<file path="config.mk">
export PLATFORM = sky130hd
export DESIGN_NAME = apf_fifo
export DESIGN_NICKNAME = d
export VERILOG_FILES = /design/src/rtl/core/apf_fifo.sv
export SDC_FILE = /design/constraint.sdc
export NUM_CORES = 1
export LEC_CHECK = 0
export BUFFER_PORTS_ARGS = -buffer_cell sky130_fd_sc_hd__buf_2
export CORE_MARGIN = 10
export CORE_UTILIZATION = 35
export CTS_CLUSTER_SIZE = 40
export DETAILED_ROUTE_END_ITERATION = 16
export GPL_TIMING_DRIVEN = 0
export SYNTH_ARGS = -nofsm -noshare
export SYNTH_HDL_FRONTEND = slang
export SYNTH_SLANG_ARGS = --single-unit
export TNS_END_PERCENT = 1
</file>
<file path="constraint.sdc">
create_clock -name clk -period 4.4 [get_ports clk]
set_input_delay 0.88 -clock clk [delete_from_list [all_inputs] [get_ports clk]]
set_output_delay 0.88 -clock clk [all_outputs]
set_load 0.05 [all_outputs]
</file>
<file path="src/rtl/core/apf_fifo.sv">
// Small register queue with full and empty flags.
module apf_fifo #(
  parameter int unsigned WIDTH = 8,
  parameter int unsigned DEPTH = 2
) (
  input  logic             clk,
  input  logic             rst,
  input  logic             push,
  input  logic [WIDTH-1:0] wdata,
  output logic             full,
  input  logic             pop,
  output logic [WIDTH-1:0] rdata,
  output logic             empty
);

  localparam int unsigned PW = (DEPTH > 1) ? $clog2(DEPTH) : 1;
  localparam int unsigned CW = $clog2(DEPTH + 1);

  logic [WIDTH-1:0] slots [DEPTH];
  logic [PW-1:0]    wptr;
  logic [PW-1:0]    rptr;
  logic [CW-1:0]    count;
  logic             do_push;
  logic             do_pop;

  assign full    = (count == CW'(DEPTH));
  assign empty   = (count == '0);
  assign do_push = push && !full;
  assign do_pop  = pop && !empty;
  assign rdata   = slots[rptr];

  always_ff @(posedge clk) begin
    if (do_push) begin
      slots[wptr] <= wdata;
    end
  end

  always_ff @(posedge clk) begin
    if (rst) begin
      wptr  <= '0;
      rptr  <= '0;
      count <= '0;
    end else begin
      if (do_push) begin
        wptr <= (wptr == PW'(DEPTH - 1)) ? '0 : wptr + 1'b1;
      end
      if (do_pop) begin
        rptr <= (rptr == PW'(DEPTH - 1)) ? '0 : rptr + 1'b1;
      end
      case ({do_push, do_pop})
        2'b10:   count <= count + 1'b1;
        2'b01:   count <= count - 1'b1;
        default: count <= count;
      endcase
    end
  end

endmodule

</file>
Yosys cells after proc, flatten, opt, wreduce, memory -nomap -nowiden
Memories as Yosys holds them, arrays and structs flattened. A register that Yosys moved wholly into a read port is not among the register bits.
Index checks and enable logic that the tools add are counted.
- add/sub/neg operators: 4
- equality and inequality tests: 3
- multiplexer cells: 7
- reduce and logical (&&, ||, !) cells: 6
- operator list (kind ; number):
    $mux W1 ; 6
    $eq A2 B2 Y1 const B ; 2
    $pmux W2 S2 ; 1
    $add A1 B1 Y1 const B ; 2
    $add A2 B1 Y2 const B ; 1
    $eq A2 B1 Y1 const B ; 1
    $logic_and A1 B1 Y1 ; 2
    $logic_not A1 Y1 ; 2
    $logic_not A2 Y1 ; 1
    $reduce_bool A2 Y1 ; 1
    $sub A2 B1 Y2 const B ; 1
- register bits after elaboration: 4
- bits in writable memories: 16
- bits of input ports: 12
- output and inout port bits: 10
- word-level logic and storage cells: 24
- memories kept: 1
- memory list (memory ; words ; width ; rd ports ; clocked after Yosys merged registers in ; wr ports ; line ; RTL):
    slots ; 2 ; 8 ; 1 ; 1 ; 1 ; 19 ; logic [WIDTH-1:0] slots [DEPTH];

Longest topological paths before layout
Gate-level depths: netlist (run 1).
- word-level depth: 5
- gate-level depth with buffers: 6

Least setup slack after synthesis (run 1)
Ideal clock, no wire load.
- path type: register to output
- start point: reg with a tool-made name
- end point: out rdata[0]
- data arrival time: 1.052 ns
- data required time: 3.520 ns
- path slack: 2.468 ns
- cell stages (with the launch flop): 3
- path buffers: 1
- cell sequence: dfxtp_1 > clkbuf_1 > mux2_2
- RTL lines (item ; line ; RTL):
    to (decl) ; 12 ; output logic [WIDTH-1:0] rdata,

==> reports/results.tsv, run 1 <==
metric	value	unit
cap_violations	0	
drc	0	
overflow	0	
final_common_cell	buf_2	
worstRegToRegCells	4	
vias_per_cell	4.442	
synth_nets	64	
yosys_warnings	0	
synthTopCellsByArea	edfxtp_1 (60%), dfxtp_1 (13%), mux2_2 (11%)	
grt_max_degree	13	
switchingPower	278.4	µW
netlist.area_leader.share	60.19	%
post_cts_resized	0	
io_buffers	21	
synth.area.mux_share	11.29	%
clkTransAtPathRegs	0.12	ns
clock-sinks	21	
synth.avg_cell_area	15.65	µm²
grtUsageTotal	6.128	%
rr_startpoint	count[0]	
antenna_found_initial	0	
mostFrequentLayoutCells	buf_2 (21), edfxtp_1 (16), mux2_2 (8)	
grt_pass1_wl	2104	µm
core_area	2191	µm²
ios	22	
dieArea	4591	µm²
synthAdderAreaFrac	1.567	%
pwr-share-comb	44.6	%
whs	0.5041	ns
pre_cts_slack	2.259	ns
cp_cell_sequence	clkbuf_1 -> mux2_2 -> buf_2	
leakagePower	0.0003866	µW
clockRootBuffer	clkbuf_4	
slew_viol_final	0	
syn_to_final_growth	21.00	%
worst_clock_skew	0.006543	ns
grt_pass1_vias	484	
r2r_end	slots[0][7]	
diodes	0	
synthSimpleGateAreaFrac	5.799	%
crit_buf_inv	2	
reg2reg_slack	2.82	ns
dr.first_iter.drc_count	8	
drive_above_1_share	46.05	%
criticalPathCategory	flop to output pin	
cp-start-kind	flop	
fin_area	965.9	µm²
setup_tns	0	ns
p_int	377.8	µW
dr_total_vias	462	
rsz0062_at_grt	false	
fin_crit	2.459	ns
cts_buffer_depth	2	
status	completed	
slowest_stage	mux2_2	
place_congestion	0.6243	
wl_per_cell	13.34	µm
ys_ff_latch	21	
end_kind	output pin	
crit_family	buffers and inverters	
ir_drop	440.6	µV
ys_seq_area_share	72.73	%
switching_share	42.42	%
period_share	55.88	%
power_density	679.4	nW/µm²
path_depth	3	
hold_viol	0	
wl	1387	µm
critPathMaxFanout	8	
tightest_slew	0.4515	ns
synth_compound_area_share	3.448	%
slowest_delay	0.38	ns
cts_setup_buffers	0	
die_height	67.76	µm
clock_power_share	13.7	%
netlist_instances	51	
synthXorXnorAreaFrac	3.292	%
slew-limit-headroom	69.90	%
cts_tree	yes	
critPathCapture	rdata[0]	
row_count	17	
hold_buffers	0	
min_path_type	flop to flop	
final_antenna_net_count	0	
cts_max_level	1	
required	3.52	ns
finalSetupViolCount	0	
dr.pass1.iters	2	
die-width	67.76	µm
start_util	36.44	%
dp_hpwl	1042	µm
synth_cell_types	17	
clk_latency	0.30	ns
cts_buffers	3	
seqPwrFrac	41.8	%
nets	90	
cp.arrival	1.58	ns
placed_area	938.4	µm²
yosys.area.top_type	edfxtp_1	
synth_area	798.3	µm²
setup_slack	1.941	ns
timing.fmax	406.7	MHz
synth_top_family_by_area	multiplexers	
[metal layers]
layer	track usage [%]	share of wire [%]	wire length, µm
met2	9.977	47	656
met4	3.077	0	0
met3	2.810	11	155
met5	0	0	0
met1	6.570	41	575
[how the worst min path moves through the flow]
stage                      end  cells past startpoint  startpoint
final                     wptr                      2        wptr
after global routing      wptr                      2        wptr
after detailed placement  wptr                      2        wptr
after floorplan           wptr                      2        wptr
after global placement    wptr                      2        wptr
after CTS                 wptr                      2        wptr
[cell families (layout without fill, tap and decap cells)]
group	after synthesis	count (layout)
DFF	21	21
and+or+nand+nor	9	9
muxes	8	8
AOI/OAI and AO/OA	5	5
buffers and inverters	4	29
xor gates and xnor gates	3	3
adders and majority gates	1	1
[worst min-delay path: cells and delay by family (launching register included)]
| kind | cells | cell delay, ns |
|---|---|---|
| compound gates | 2 | 0.14 |
| flops | 1 | 0.33 |
[power groups by stage]
stage / Combinational [µW] / Sequential [µW] / Clock (µW)
finish: 292 / 274 / 89.6
global route: 315 / 278 / 102
CTS: 297 / 274 / 94.1
detailed placement: 296 / 279 / 0
global placement: 293 / 277 / 0
floorplan: 239 / 274 / 0
[through the flow]
step / util, % / total power (µW) / instances
floorplan: - / 512.8 / 51
global placement: 42.83 / 569.8 / 100
detailed placement: 42.83 / 574.3 / 100
CTS: 44.09 / 665.1 / 104
global route: 44.09 / 694.6 / 104
finish: 44.09 / 656.2 / 104
[final cells by class]
type / instances / area [µm²]
Tap cell: 28 / 35.03
Timing Repair Buffer: 21 / 105.1
Clock inverter: 1 / 5.005
Buffer: 1 / 3.754
Inverter: 3 / 11.26
Fill cell: 213 / 1225
Clock buffer: 3 / 22.52
Multi-Input combinational cell: 26 / 202.7
Sequential cell: 21 / 580.6
[cell usage after synthesis, drive strengths merged]
cell type / n
a21oi: 2
and3: 1
clkbuf: 1
dfxtp: 5
edfxtp: 16
ha: 1
inv: 3
mux2: 8
nand2: 1
nand2b: 1
nor2: 4
o21a: 1
o21ai: 2
or3: 2
xnor2: 2
xor2: 1
[registers in the layout, indices dropped and copies added (netlist names), named ones only]
name   count
count      2
wptr       1
slots     16
rptr       1
(Power assumes the default switching activity.)
==> run 2, diff against run 1 <==
==> constraint.sdc (replaced) <==
create_clock -name clk -period 2 [get_ports clk]
set_input_delay 0.4 -clock clk [delete_from_list [all_inputs] [get_ports clk]]
set_output_delay 0.4 -clock clk [all_outputs]
set_load 0.05 [all_outputs]
==> run 2 against run 1 <==
Effect of this change: clock skew is 0.00082 ns lower; utilization is 0.17 points lower; global-route usage stayed put; critical path depth is 1 lower; cell count is 0.96% lower; register-to-register slack worse by 2.4 ns; largest cell class unchanged.
==> reports/results.tsv, run 2 (synthesis results as in run 1) <==
metric	value	unit
crit_family	flip-flops	
antenna_found_initial	0	
n_fill_cell	215	
largest_reg_flops	16	
critPathMaxFanout	8	
diodes	0	
drive_above_1_share	46.67	%
crit_buf_inv	1	
io_buffers	21	
core_area	2191	µm²
end_kind	output pin	
grt_pass1_vias	482	
rsz0062_at_grt	false	
hold_depth	1	
reg_top3	slots x16, count x2	
post-route-util	43.92	%
setup_slack	0.1480	ns
period_share	92.60	%
grt_pass1_wl	2104	µm
groute.layer.met3.usage	2.810	%
grt_max_degree	13	
ios	22	
cts_buffer_depth	2	
worstRegToRegCells	4	
p_int	828.3	µW
mostFrequentLayoutCells	buf_2 (21), edfxtp_1 (16), mux2_2 (8)	
reg2reg_slack	0.42	ns
timing.fmax	540.0	MHz
use_met2	9.742	%
dieArea	4591	µm²
dp_hpwl	1042	µm
power_density	1496	nW/µm²
hold_viol	0	
cts_tree	yes	
worst_clock_skew	0.005723	ns
switchingPower	611.3	µW
die-width	67.76	µm
final_common_cell	buf_2	
clkTransAtPathRegs	0.11	ns
tightest_slew	0.4099	ns
clock_power_share	13.6	%
dr.pass1.iters	2	
cp-start-kind	flop	
min_path_type	input port to flop	
cp_cell_sequence	mux2_2 -> buf_2	
fin_crit	1.852	ns
pwr-share-comb	42.8	%
start_util	36.44	%
leakagePower	0.0003854	µW
required	1.60	ns
grtUsageTotal	6.128	%
path_depth	2	
cts_max_level	1	
slew_viol_final	0	
clock-sinks	21	
top_register	slots	
cts_setup_buffers	0	
wl	1396	µm
die_height	67.76	µm
final_antenna_net_count	0	
row_count	17	
place_congestion	0.6243	
dr.first_iter.drc_count	6	
grt_busiest_layer	met2	
cts_buffers	3	
post_cts_resized	0	
met1_usage	6.763	%
status	completed	
finalSetupViolCount	0	
nets	89	
wl_per_cell	13.55	µm
drc	0	
ir_drop	969.3	µV
overflow	0	
slowest_stage	dfxtp_1	
criticalPathCategory	flop to output pin	
cap_violations	0	
switching_share	42.46	%
dr_total_vias	458	
setup_tns	0	ns
clockRootBuffer	clkbuf_4	
cp.arrival	1.45	ns
clk_latency	0.30	ns
seqPwrFrac	43.5	%
vias_per_cell	4.447	
syn_to_final_growth	20.53	%
pre_cts_slack	0.3388	ns
hold_buffers	0	
slew-limit-headroom	72.68	%
slowest_delay	0.57	ns
## run 2: cell types whose count changed in the layout (fill, tap and decap cells not counted), sizes merged
cell	previous run	this run
clkbuf	4	3
## run 2: area by class of cell
type | count | area (µm²) | area share (%)
sequential | 21 | 580.6 | 60.34
multi-input combinational | 26 | 202.7 | 21.07
timing repair buffer | 21 | 105.1 | 10.92
tap | 28 | 35.03 | 3.641
clock buffer | 3 | 22.52 | 2.341
inverter | 3 | 11.26 | 1.170
clock inverter | 1 | 5.005 | 0.5202
## run 2: path summary, 6_finish.rpt
| check | start | endpoint |
|---|---|---|
| setup reg to reg | count[0] | slots[0][7] |
| setup / recovery | flop | rdata[0] |
| hold / removal | wdata[6] | slots[0][6] |
| hold reg to reg | wptr | wptr |
## run 2: layer usage
metal,share of wire [%],vias to the layer above
met5,0,-
met4,0,0
met3,11,0
met2,47,14
met1,42,209
li1,-,235
## run 2: power by group through the flow
stage | registers (µW) | logic (µW) | clock network, µW
CTS | 628 | 624 | 207
detailed placement | 613 | 651 | 0
floorplan | 603 | 525 | 0
global route | 639 | 660 | 224
global placement | 608 | 645 | 0
finish | 627 | 616 | 196
## run 2: through the flow
stage / hold WS (ns) / cell area, µm² / std cells / total power (µW)
3_5_place_dp: 0.4932 / 938.4 / 100 / 1264
6_report: 0.2822 / 962.2 / 103 / 1440
3_3_place_gp: 0.4689 / 938.4 / 100 / 1254
5_1_grt: 0.2677 / 962.2 / 103 / 1523
2_1_floorplan: 0.4518 / 798.3 / 51 / 1128
4_1_cts: 0.2689 / 962.2 / 103 / 1459
==> run 3, diff against run 2 <==
--- a/config.mk
+++ b/config.mk
@@ -6,7 +6,6 @@
 export NUM_CORES = 1
 export LEC_CHECK = 0
 export BUFFER_PORTS_ARGS = -buffer_cell sky130_fd_sc_hd__buf_2
-export CORE_MARGIN = 10
 export CORE_UTILIZATION = 35
 export CTS_CLUSTER_SIZE = 40
 export DETAILED_ROUTE_END_ITERATION = 16
==> run 3 against run 2 <==
Effect of this change: die area shrank 46%; utilization rose by 3.1 points; worst setup slack worse by 0.0077 ns; global-route usage rose by 4.8 points; sequential share of layout area grew 0.079 points; critical endpoint is now rdata[3]; largest power group unchanged; highest routed layer is now met4.
==> reports/results.tsv, run 3 (synthesis results as in run 1) <==
metric	value	unit
cap_violations	0	
dieArea	2476	µm²
critPathMaxFanout	8	
critPathCapture	rdata[3]	
power_density	1489	nW/µm²
rr_startpoint	count[0]	
reg_top3	slots x16, count x2	
place_congestion	0.6289	
reg2reg_slack	0.43	ns
drive_above_1_share	46.67	%
hold_viol	0	
required	1.60	ns
leakagePower	0.0003854	µW
clock-sinks	21	
syn_to_final_growth	20.38	%
slew_viol_final	0	
slowest_stage	dfxtp_1	
start_util	39.09	%
grt_max_degree	13	
path_depth	2	
antenna_found_initial	0	
final_common_cell	buf_2	
slowest_delay	0.56	ns
nets	89	
crit_buf_inv	1	
p_int	828.0	µW
largest_reg_flops	16	
setup_tns	0	ns
finalNonFillerCells	102	
seqPwrFrac	43.7	%
cts_buffer_depth	2	
cts_setup_buffers	0	
switchingPower	602.9	µW
dr_total_vias	459	
drc	0	
cp_cell_sequence	mux2_2 -> buf_2	
rsz0062_at_grt	false	
dp_hpwl	807.5	µm
hold_buffers	0	
worst_clock_skew	0.004559	ns
post_cts_resized	0	
cp-start-kind	flop	
die_height	49.76	µm
core_area	2042	µm²
final_antenna_net_count	0	
cts_max_level	1	
timing.fmax	537.7	MHz
crit_family	flip-flops	
clkTransAtPathRegs	0.11	ns
min_from	wdata[2]	
clk_latency	0.29	ns
grtUsageTotal	10.90	%
ios	22	
io_buffers	21	
dp.cells	99	
grt_pass1_wl	1925	µm
fin_crit	1.860	ns
min_path_type	input port to flop	
p_total	1431	µW
wl	1143	µm
tightest_slew	0.3939	ns
clockRootBuffer	clkbuf_4	
diodes	0	
ir_drop	642.2	µV
r2r_end	slots[0][1]	
worstRegToRegCells	4	
clock_power_share	13.7	%
mostFrequentLayoutCells	buf_2 (21), edfxtp_1 (16), mux2_2 (8)	
cp.arrival	1.46	ns
slew-limit-headroom	73.74	%
period_share	92.98	%
pwr-share-comb	42.6	%
criticalPathCategory	flop to output pin	
status	completed	
cts_tree	yes	
finalSetupViolCount	0	
wl_per_cell	11.21	µm
grt_pass1_vias	446	
end_kind	output pin	
dr.pass1.iters	4	
die-width	49.76	µm
row_count	16	
overflow	0	
vias_per_cell	4.500	
dr.first_iter.drc_count	6	
cts_buffers	3	
top_register	slots	
switching_share	42.13	%
run 3: cell counts in the layout (fill, tap and decap cells not counted):
No cell type changed its count.
run 3: power by group through the flow:
| stage | registers [µW] | clock network (µW) | logic, µW |
|---|---|---|---|
| after floorplan | 603 | 0 | 525 |
| after global routing | 638 | 223 | 650 |
| after CTS | 627 | 202 | 616 |
| after global placement | 608 | 0 | 637 |
| after detailed placement | 612 | 0 | 642 |
| final | 625 | 196 | 610 |
run 3: per-stage QoR:
stage | setup slack, ns | instance area, µm² | utilization (%) | hold slack, ns
after global placement | 0.3241 | 937.1 | 45.89 | 0.4691
after floorplan | 0.4867 | 798.3 | - | 0.4518
after detailed placement | 0.3344 | 937.1 | 45.89 | 0.4853
after CTS | 0.1155 | 960.9 | 47.06 | 0.2773
after global routing | 0.07378 | 960.9 | 47.06 | 0.2643
final | 0.1403 | 960.9 | 47.06 | 0.2879
run 3: layout make-up:
type,instances,area (µm²)
fill,195,1081
sequential,21,580.6
multi-input combinational,26,202.7
timing repair buffer,21,105.1
tap,27,33.78
clock buffer,3,22.52
inverter,3,11.26
clock inverter,1,5.005
run 3: worst min-delay path by stage:
stage,endpoint,slack [ns],depth (start not counted)
after floorplan,wptr,0.45,2
after global routing,slots[1][3],0.26,1
final,slots[0][2],0.29,1
after CTS,slots[0][3],0.28,1
after global placement,wptr,0.47,2
after detailed placement,wptr,0.49,2
run 3: worst register-to-register path: stages (launching register included):
cell,delay [ns]
dfxtp_1,0.43
nand2b_2,0.18
inv_2,0.04
or3_1,0.32
inv_1,0.27
run 3: layer usage:
layer,wire length [µm],vias up,GRT usage [%]
met4,12,0,7.143
met2,524,13,17.12
li1,-,233,-
met1,530,211,12.72
met5,0,-,0
met3,76,2,3.395
